--- src/assert_macros.svh ---
// Assertion helper macros shared by the digit entry buffer RTL.
// No dependencies.
`ifndef ASSERT_MACROS_SVH
`define ASSERT_MACROS_SVH

// Property must hold at every clock edge outside reset.
`define ASSERT_CLK_RST(label, clk, rst, prop, msg) \
   label: assert property (@(posedge clk) disable iff (rst) (prop)) \
      else $error(msg);

// Condition must never be seen outside reset.
`define ASSERT_NEVER(label, clk, rst, cond, msg) \
   label: assert property (@(posedge clk) disable iff (rst) !(cond)) \
      else $error(msg);

`endif

--- src/cdeb_pkg.sv ---
// Shared types and constants for the calculator digit entry buffer.
// No dependencies.
package cdeb_pkg;

   localparam int DEF_DISPLAY_DIGITS = 8;

   // Binary to BCD conversion of a 16-bit magnitude
   localparam int BIN_W      = 16;
   localparam int BCD_DIGITS = 5;
   localparam int BCD_W      = 4 * BCD_DIGITS;
   localparam int STEP_W     = $clog2(BIN_W);

   localparam logic [3:0] DIGIT_ZERO  = 4'd0;
   localparam logic [3:0] DIGIT_NINE  = 4'd9;
   localparam logic [3:0] DIGIT_BLANK = 4'd15;

   typedef logic [2:0] op_type;
   localparam op_type OP_APPEND = 3'd0;
   localparam op_type OP_DELETE = 3'd1;
   localparam op_type OP_CLEAR  = 3'd2;
   localparam op_type OP_SET    = 3'd3;
   localparam op_type OP_ERROR  = 3'd4;

   typedef logic [1:0] mode_type;
   localparam mode_type MODE_ENTRY  = 2'd0;
   localparam mode_type MODE_RESULT = 2'd1;
   localparam mode_type MODE_ERROR  = 2'd2;

   typedef enum logic [1:0] {
      ST_IDLE,
      ST_CONV,
      ST_FINISH
   } state_type;

   // Status of the conversion unit
   typedef struct packed {
      logic busy;
      logic done;
   } conv_stat_type;

endpackage

--- src/cdeb_bcd_conv.sv ---
// Iterative binary to BCD converter (shift and add-3), one bit per cycle.
// Depends on cdeb_pkg and assert_macros.svh.
`include "assert_macros.svh"

module cdeb_bcd_conv (
   input  logic                         clock,
   input  logic                         reset,
   input  logic                         start,
   input  logic [cdeb_pkg::BIN_W-1:0]   magnitude,
   output cdeb_pkg::conv_stat_type      stat,
   output logic [cdeb_pkg::BCD_W-1:0]   bcd
);
   import cdeb_pkg::*;

   logic              busy_ff, busy_in;
   logic              done_ff, done_in;
   logic [STEP_W-1:0] count_ff, count_in;
   logic [BIN_W-1:0]  bin_ff, bin_in;
   logic [BCD_W-1:0]  bcd_ff, bcd_in;
   logic [BCD_W-1:0]  bcd_adj;

   // add 3 to every digit of five or more before the shift
   always_comb begin
      for (int k = 0; k < BCD_DIGITS; k++) begin
         if (bcd_ff[4*k +: 4] >= 4'd5) begin
            bcd_adj[4*k +: 4] = bcd_ff[4*k +: 4] + 4'd3;
         end else begin
            bcd_adj[4*k +: 4] = bcd_ff[4*k +: 4];
         end
      end
   end

   // sequencing of the sixteen shift steps
   always_comb begin
      busy_in  = busy_ff;
      done_in  = 1'b0;
      count_in = count_ff;
      bin_in   = bin_ff;
      bcd_in   = bcd_ff;
      if (start) begin
         busy_in  = 1'b1;
         count_in = STEP_W'(BIN_W - 1);
         bin_in   = magnitude;
         bcd_in   = '0;
      end else if (busy_ff) begin
         {bcd_in, bin_in} = {bcd_adj, bin_ff} << 1;
         if (count_ff == '0) begin
            busy_in = 1'b0;
            done_in = 1'b1;
         end else begin
            count_in = count_ff - STEP_W'(1);
         end
      end
   end

   always_ff @(posedge clock) begin
      if (reset) begin
         busy_ff <= 1'b0;
         done_ff <= 1'b0;
      end else begin
         busy_ff <= busy_in;
         done_ff <= done_in;
      end
      count_ff <= count_in;
      bin_ff   <= bin_in;
      bcd_ff   <= bcd_in;
   end

   assign stat.busy = busy_ff;
   assign stat.done = done_ff;
   assign bcd       = bcd_ff;

   `ASSERT_CLK_RST(a_conv_runs_out, clock, reset,
      (busy_ff && count_ff != '0 && !start) |=> busy_ff, "conversion stopped early")
   `ASSERT_NEVER(a_conv_done_idle, clock, reset, done_ff && busy_ff,
      "conversion done while still busy")
   `ASSERT_CLK_RST(a_conv_done_pulse, clock, reset, done_ff |=> !done_ff,
      "done held for more than one cycle")

endmodule

--- src/calculator_digit_entry_buffer_unit.sv ---
// Calculator digit entry buffer: right-aligned digit register with sign, length, mode.
// Set requests: ST_CONV for the 16 shift steps of the BCD unit, then ST_FINISH.
// Other requests go straight to ST_FINISH; commit waits there while a response is pending.
// One request at a time: req_ready is high only in ST_IDLE, which follows the commit.
// Synchronous active-high reset: rightmost digit 0, others blank, length 0, entry mode.
// Depends on cdeb_pkg, cdeb_bcd_conv and assert_macros.svh.
`include "assert_macros.svh"

module calculator_digit_entry_buffer_unit #(
   parameter int DISPLAY_DIGITS = cdeb_pkg::DEF_DISPLAY_DIGITS
) (
   input  logic                      clock,
   input  logic                      reset,
   input  logic                      req_valid,
   output logic                      req_ready,
   input  cdeb_pkg::op_type          req_opcode,
   input  logic [3:0]                req_key_digit,
   input  logic signed [15:0]        req_value,
   output logic                      rsp_valid,
   input  logic                      rsp_ready,
   output logic                      rsp_flash,
   output cdeb_pkg::mode_type        rsp_mode,
   output logic                      rsp_negative,
   output logic [2:0]                rsp_entry_length,
   output logic [27:0]               rsp_digits_packed
);
   import cdeb_pkg::*;

   localparam int NPOS     = DISPLAY_DIGITS - 1;
   localparam int LEN_W    = $clog2(NPOS + 1);
   localparam int OUT_POS  = 7;

   state_type         state_ff, state_in;
   op_type            op_ff;
   logic [3:0]        key_ff;
   logic              value_neg_ff;
   logic [3:0]        digit_ff [NPOS];
   logic [3:0]        digit_in [NPOS];
   logic [3:0]        shift_up [NPOS];
   logic [3:0]        shift_down [NPOS];
   logic [3:0]        set_digit [NPOS];
   logic [LEN_W-1:0]  len_ff, len_in, len_dec;
   logic              sign_ff, sign_in;
   mode_type          mode_ff, mode_in;
   logic              flash_ff, flash_in;
   logic              rsp_valid_ff, rsp_valid_in;
   logic              accept, slot_free, commit, conv_start;
   logic [BIN_W-1:0]  value_u, magnitude;
   conv_stat_type     conv_stat;
   logic [BCD_W-1:0]  conv_bcd;

   assign accept    = req_valid && req_ready;
   assign slot_free = !rsp_valid_ff || rsp_ready;
   assign value_u   = req_value;
   assign magnitude = value_u[BIN_W-1] ? (~value_u + BIN_W'(1)) : value_u;

   cdeb_bcd_conv u_conv (
      .clock     (clock),
      .reset     (reset),
      .start     (conv_start),
      .magnitude (magnitude),
      .stat      (conv_stat),
      .bcd       (conv_bcd)
   );

   // next state
   always_comb begin
      state_in = state_ff;
      unique case (state_ff)
         ST_IDLE: begin
            if (req_valid) begin
               state_in = (req_opcode == OP_SET) ? ST_CONV : ST_FINISH;
            end
         end
         ST_CONV: begin
            if (conv_stat.done) begin
               state_in = ST_FINISH;
            end
         end
         ST_FINISH: begin
            if (slot_free) begin
               state_in = ST_IDLE;
            end
         end
         default: state_in = ST_IDLE;
      endcase
   end

   // sequencer outputs
   always_comb begin
      req_ready  = 1'b0;
      commit     = 1'b0;
      unique case (state_ff)
         ST_IDLE:   req_ready = 1'b1;
         ST_CONV:   req_ready = 1'b0;
         ST_FINISH: commit    = slot_free;
         default:   req_ready = 1'b0;
      endcase
      conv_start = req_valid && req_ready && (req_opcode == OP_SET);
   end

   // shifted and converted views of the digit register
   for (genvar i = 0; i < NPOS; i++) begin : g_pos
      if (i == 0) begin : g_first
         assign shift_up[i]  = key_ff;
         assign set_digit[i] = conv_bcd[3:0];
      end else begin : g_rest
         assign shift_up[i] = digit_ff[i-1];
         if (i < BCD_DIGITS) begin : g_bcd
            assign set_digit[i] = (conv_bcd[BCD_W-1:4*i] != '0) ?
                                  conv_bcd[4*i +: 4] : DIGIT_BLANK;
         end else begin : g_blank
            assign set_digit[i] = DIGIT_BLANK;
         end
      end
      if (i < NPOS - 1) begin : g_down
         assign shift_down[i] = digit_ff[i+1];
      end else begin : g_top
         assign shift_down[i] = DIGIT_BLANK;
      end
   end

   assign len_dec = len_ff - LEN_W'(1);

   // operation applied at commit
   always_comb begin
      digit_in = digit_ff;
      len_in   = len_ff;
      sign_in  = sign_ff;
      mode_in  = mode_ff;
      flash_in = 1'b0;
      unique case (op_ff)
         OP_APPEND: begin
            if (len_ff >= LEN_W'(NPOS)) begin
               flash_in = 1'b1;
            end else if (key_ff <= DIGIT_NINE) begin
               mode_in = MODE_ENTRY;
               for (int i = 0; i < NPOS; i++) begin
                  if (LEN_W'(i) <= len_ff) begin
                     digit_in[i] = shift_up[i];
                  end
               end
               if (len_ff != '0 || key_ff != DIGIT_ZERO) begin
                  len_in = len_ff + LEN_W'(1);
               end
            end
         end
         OP_DELETE: begin
            if (len_ff == '0) begin
               flash_in = 1'b1;
            end else begin
               len_in = len_dec;
               for (int i = 0; i < NPOS; i++) begin
                  if (LEN_W'(i) < len_dec) begin
                     digit_in[i] = shift_down[i];
                  end else if (LEN_W'(i) == len_dec) begin
                     digit_in[i] = DIGIT_BLANK;
                  end
               end
               if (len_dec == '0) begin
                  digit_in[0] = DIGIT_ZERO;
               end
            end
         end
         OP_CLEAR: begin
            for (int i = 0; i < NPOS; i++) begin
               digit_in[i] = DIGIT_BLANK;
            end
            digit_in[0] = DIGIT_ZERO;
            len_in      = '0;
            sign_in     = 1'b0;
            mode_in     = MODE_ENTRY;
         end
         OP_SET: begin
            sign_in  = value_neg_ff;
            mode_in  = MODE_RESULT;
            digit_in = set_digit;
         end
         OP_ERROR: mode_in = MODE_ERROR;
         default: flash_in = 1'b0;
      endcase
   end

   // response valid: set on commit, dropped when taken
   always_comb begin
      if (commit) begin
         rsp_valid_in = 1'b1;
      end else if (rsp_ready) begin
         rsp_valid_in = 1'b0;
      end else begin
         rsp_valid_in = rsp_valid_ff;
      end
   end

   always_ff @(posedge clock) begin
      if (reset) begin
         state_ff     <= ST_IDLE;
         rsp_valid_ff <= 1'b0;
         flash_ff     <= 1'b0;
         len_ff       <= '0;
         sign_ff      <= 1'b0;
         mode_ff      <= MODE_ENTRY;
         for (int i = 0; i < NPOS; i++) begin
            digit_ff[i] <= (i == 0) ? DIGIT_ZERO : DIGIT_BLANK;
         end
      end else begin
         state_ff     <= state_in;
         rsp_valid_ff <= rsp_valid_in;
         if (commit) begin
            flash_ff <= flash_in;
            len_ff   <= len_in;
            sign_ff  <= sign_in;
            mode_ff  <= mode_in;
            digit_ff <= digit_in;
         end
      end
      // request payload capture
      if (accept) begin
         op_ff        <= req_opcode;
         key_ff       <= req_key_digit;
         value_neg_ff <= value_u[BIN_W-1];
      end
   end

   // result ports come straight from the registers; all but rsp_valid only change at commit
   assign rsp_valid        = rsp_valid_ff;
   assign rsp_flash        = flash_ff;
   assign rsp_mode         = mode_ff;
   assign rsp_negative     = sign_ff;
   assign rsp_entry_length = len_ff[2:0];

   for (genvar j = 0; j < OUT_POS; j++) begin : g_pack
      if (j < NPOS) begin : g_used
         assign rsp_digits_packed[4*j +: 4] = digit_ff[j];
      end else begin : g_unused
         assign rsp_digits_packed[4*j +: 4] = 4'h0;
      end
   end

   `ASSERT_NEVER(a_len_bound, clock, reset, len_ff > LEN_W'(NPOS),
      "entry length beyond register size")
   `ASSERT_CLK_RST(a_conv_in_state, clock, reset,
      conv_stat.busy |-> (state_ff == ST_CONV), "converter busy outside conversion")
   `ASSERT_CLK_RST(a_commit_resp, clock, reset,
      commit |=> rsp_valid_ff, "commit without response")
   `ASSERT_CLK_RST(a_hold_state, clock, reset,
      (rsp_valid_ff && !rsp_ready) |=> ($stable(len_ff) && $stable(mode_ff)),
      "state changed under a pending response")

endmodule

--- config.mk ---
export PLATFORM = sky130hd
export DESIGN_NAME = calculator_digit_entry_buffer_unit
export DESIGN_NICKNAME = d
export VERILOG_FILES = /design/src/cdeb_pkg.sv /design/src/cdeb_bcd_conv.sv /design/src/calculator_digit_entry_buffer_unit.sv
export VERILOG_INCLUDE_DIRS = /design/src /design/src/src
export SDC_FILE = /design/constraint.sdc
export NUM_CORES = 1
export LEC_CHECK = 0
export ABC_AREA = 1
export BUFFER_PORTS_ARGS = -buffer_cell sky130_fd_sc_hd__buf_2
export CORE_MARGIN = 10
export CORE_UTILIZATION = 35
export CTS_CLUSTER_DIAMETER = 50
export DETAILED_ROUTE_END_ITERATION = 7
export GPL_TIMING_DRIVEN = 0
export SLEW_MARGIN = 20
export SYNTH_ARGS = -nofsm -noshare
export SYNTH_HDL_FRONTEND = slang
export SYNTH_HIERARCHICAL = 1
export SYNTH_SLANG_ARGS = --single-unit
--- constraint.sdc ---
create_clock -name clock -period 4.42 [get_ports clock]
set_clock_uncertainty 0.05 [all_clocks]
set_input_delay 0.884 -clock clock [delete_from_list [all_inputs] [get_ports clock]]
set_output_delay 0.884 -clock clock [all_outputs]
set_load 0.02 [all_outputs]
======== Word-level counts from Yosys, hierarchy flattened ========
Index checks and enable logic that the tools add are counted.
Widths: inputs -> output; s select.
cells by class
  add/subtract/negate cells ............... 9
  $mul .................................... 0
  div/mod/pow operators ................... 0
  $lt $le $gt $ge ......................... 21
  equality and inequality tests ........... 34
  shift-type cells ........................ 0
  multiplexer cells ....................... 62
  bitwise logic cells ..................... 3
  reduce and logical (&&, ||, !) cells .... 35
operators with widths
  cell                   number
  $mux 4                 29
  $pmux 28 s4            1
  $mux 28                3
  $reduce_and 7->1       7
  $mux 16                3
  $ne 2x2->1 const B     13
  $ne 3x3->1 const B     7
  $ge 4x3->1 const B     5
  $add 16x1->16 const B  1
  $add 4x2->4 const B    4
  $not 16->16            1
  $reduce_bool 16->1     1
  $reduce_bool 4->1      4
  $mux 3                 5
  $mux 2                 6
  $reduce_bool 12->1     1
  $mux 1                 10
  $eq 3x2->1 const B     3
  $eq 3x3->1 const A     3
  $le 3x3->1 const A     3
  $logic_not 3->1        3
  $lt 3x3->1 const A     3
  $pmux 3 s3             1
  $pmux 2 s4             1
  other kinds (33)       46
storage, ports and cells
  flip-flop bits (word level) ............. 88
  latch bits .............................. 0
  RAM bits ................................ 0
  bits in read-only memories .............. 0
  input bits .............................. 27
  output and inout bits ................... 37
  word-level logic and storage cells ...... 185
  memories ................................ 0

======== Longest topological paths before layout ========
  depth in word-level cells ............... 6
  mapped depth ............................ 12
  gate-level depth less buffers ........... 12

======== Hierarchy ========
Netlist, hierarchy kept.
modules (own cells, without submodules)
  module                              times used  cells an instance  area each (um^2)  seq. area each (um^2)
  calculator_digit_entry_buffer_unit  1           560                3409.5            1001.0
  cdeb_bcd_conv                       1           284                2153.3            1001.0

======== Least setup slack after synthesis ========
No wires, ideal clock.
  kind .................................... input port to flip-flop
  start point ............................. in req_opcode[2]
  end point ............................... reg u_conv.bin_ff[0] (enable)
  setup time .............................. 0.367 ns
  arrival time ............................ 2.073 ns
  data required time ...................... 4.003 ns
  path slack .............................. 1.930 ns
  cell stages on the path ................. 4
  path buffers ............................ 0
  cells stage by stage .................... nand3b_1 > nor3_1 > nor2_4 > inv_1
between the ends
  cells in the longest elaborated chain, start to end .. 3
ends and longest elaborated chain
  item                         line                                      RTL
  start, declared              calculator_digit_entry_buffer_unit.sv:16  input cdeb_pkg::op_type req_opcode,
  $eq 3x2->1                   calculator_digit_entry_buffer_unit.sv:99  conv_start = req_valid && req_ready && (req_opcode == OP_SET);
  $logic_and 1x1->1            calculator_digit_entry_buffer_unit.sv:99
  net conv_start               calculator_digit_entry_buffer_unit.sv:47  logic accept, slot_free, commit, conv_start;
  $reduce_bool 2->1 (no line)  n/a
  end signal, assigned         cdeb_bcd_conv.sv:65                       bin_ff <= bin_in;
  end, declared                cdeb_bcd_conv.sv:18                       logic [BIN_W-1:0] bin_ff, bin_in;
The timed path passes the listed nets, and every way through them passes these cells.
A chain may end at the register's enable or synchronous reset.

======== Final worst setup path ========
  start point ............................. in req_opcode[2]
  end point ............................... reg u_conv.bin_ff[7] (enable)
Same word-level chain as after synthesis.

==> impl_metrics.env <==
export IMPL_finalHoldViolations=0
export IMPL_pin_count=64
export IMPL_min_path_type="reg2reg"
export IMPL_arrival_ns=2.49
export IMPL_dieArea_um2=21300
export IMPL_final_period_utilization=0.577
export IMPL_max_slew_margin=0.398
export IMPL_slew_violations=0
export IMPL_numCtsBuffers=9
export IMPL_min_period_ns=2.55
export IMPL_antenna_found_initial=0
export IMPL_slowest_stage="nor3_1"
export IMPL_worstPathCellList="buf_2, nand3b_1, nor3_1, nor2_4, inv_1"
export IMPL_outcome="finished, final reports clean"
export IMPL_synthesis_area_um2=5560
export IMPL_grt_pass1_wl_um=25200
export IMPL_clk_latency_ns=0.36
export IMPL_tns_ns=0
export IMPL_final_setup_viol_count=0
export IMPL_crit_path_max_incr_delay_ns=0.70
export IMPL_grt_max_degree=18
export IMPL_utilization=0.419
export IMPL_fmax_mhz=392
export IMPL_hold_buffers=0
export IMPL_first_global_vias=5042
export IMPL_drc=0
export IMPL_io_buffers=63
export IMPL_place_congestion=0.946
export IMPL_grt_overflow=0
export IMPL_finalInstanceArea_um2=6440
export IMPL_drt_wirelength_per_cell_um=13.2
export IMPL_cap_violations=0
export IMPL_critPathKind="in2reg"
export IMPL_dieWidth_um=146
export IMPL_cts_resized_gates=0
export IMPL_cts_tree="built"
export IMPL_crit_buf_inv=2
export IMPL_crit_required_ns=4.36
export IMPL_fin_ws_ns=1.87
export IMPL_fillers=1674
export IMPL_yosysWarnings=6
export IMPL_clock_root_buffer="clkbuf_16"
export IMPL_ir_worst_vdd_v=0.000188
export IMPL_cts_buffer_depth=2
export IMPL_htreeDepth=3
export IMPL_drive_gt1_frac=0.146
export IMPL_final_nets=962
export IMPL_cpLargestDelayFamily="simple AND/OR/NAND/NOR gates"
export IMPL_drtIter0Drc=387
export IMPL_avgSynthCellArea_um2=6.59
export IMPL_ff_latch_area_um2=2000
export IMPL_power_leakage_nw=3.19
export IMPL_coreArea_um2=15400
export IMPL_grt_setup_unrepaired="false"
export IMPL_die_h_um=146
export IMPL_tightest_slew_ns=0.895
export IMPL_vias_per_cell=4.78
export IMPL_synthCells=843
export IMPL_place_area_um2=6130
export IMPL_drt_pre_antenna_iters=5
export IMPL_fp_row_count=45
export IMPL_powerDensity_nw_per_um2=330
export IMPL_clock_sinks=88
export IMPL_preCtsSetupSlack_ns=1.46
export IMPL_vias=5411
export IMPL_cts_setup_buffers=0
export IMPL_syn_to_final_growth_pct=15.9
export IMPL_n_antenna_cell=0
export IMPL_synth_nets=888
export IMPL_hpwlAfterDp_um=11800
export IMPL_cp_start_kind="input port"
export IMPL_cp_max_fo=17
export IMPL_multiInputGateArea_um2=3030
export IMPL_grtUsageTotal=0.142
export IMPL_cp_end_kind="flip-flop"
export IMPL_clkTransAtPathRegs_ns=0.06
export IMPL_start_util=0.361
export IMPL_ant_nets=0
export IMPL_wl_um=15000
[layout make-up]
type	count	share of cell area
Inverter	95	0.0558
Sequential cell	88	0.311
Timing Repair Buffer	63	0.0490
Multi-Input combinational cell	636	0.470
Clock buffer	9	0.0350
Clock inverter	7	0.0119
Buffer	24	0.0262
Tap cell	211	0.0410
[path summary, 6_finish.rpt]
kind	end	start	cells past startpoint	slack [ns]
max	u_conv/bin_ff[7]	req_opcode[2]	5	1.87
min	rsp_mode[0]	rsp_mode[0]	2	0.41
max reg2reg	u_conv/bin_ff[7]	state_ff[0]	5	2.16
min reg2reg	rsp_mode[0]	rsp_mode[0]	2	0.41
[registers in the layout (all words and copies together), names as in the netlist]
signal and cells:
rsp_digits_packed 28, u_conv/bcd 20, u_conv/bin_ff 16, key_ff 4, u_conv/count_ff 4, op_ff 3, rsp_entry_length 3, rsp_mode 2
state_ff 2, rsp_flash 1, rsp_negative 1, rsp_valid 1, u_conv/busy_ff 1, u_conv/done_ff 1, value_neg_ff 1
[per-stage QoR]
stage / hold slack (ns) / total power, mW / std cells
2_1_floorplan: 0.372 / 1.23 / 843
3_3_place_gp: 0.377 / 1.34 / 1117
3_5_place_dp: 0.397 / 1.34 / 1117
4_1_cts: 0.417 / 2.14 / 1133
5_1_grt: 0.439 / 2.25 / 1133
6_report: 0.410 / 2.13 / 1133
[placed cells by master, fill, tap and decap left out]
master       n
inv_8        1
nor3_1       8
buf_4        5
xor2_1       6
nand2_1    313
clkinv_2     1
a21oi_1     18
nor2_1      79
nand3b_1     6
o21ai_1      1
nor2_2       6
o21ai_0     34
inv_6        2
xnor2_1      4
bufinv_16    1
dfxtp_1     64
nor2_8       1
inv_1       86
ha_1        18
nand2_2      7
edfxtp_1    24
o221ai_1     1
a221oi_1     1
inv_2        7
clkinv_1     1
a31oi_1      1
nand3_1    108
nor3_2       1
nand4_1      7
o31ai_1      1
buf_2       69
clkbuf_16    9
clkbuf_1     6
a21oi_2      2
inv_4        3
nor2_4       6
a21oi_4      1
nand4_2      1
buf_6        7
nand3_2      5
[tightest hold or removal path, stage by stage, from the launching register on]
cell and delay (ns):
dfxtp_1 0.31, nand2_1 0.06, a21oi_1 0.05
[per-layer routing]
metal,part of all wire,track usage,vias up
met2,0.44,0.225,144
met5,0,0,-
met4,0.015,0.0445,0
met1,0.47,0.185,2410
met3,0.071,0.0360,17
li1,-,-,2840
[power by group]
part / internal [mW] / switching [mW] / leakage, nW
logic: 0.136 / 0.261 / 2.30
clock network: 0.446 / 0.353 / 0.153
registers: 0.883 / 0.0470 / 0.745
total: 1.46 / 0.661 / 3.19
(Power assumes the default switching activity.)
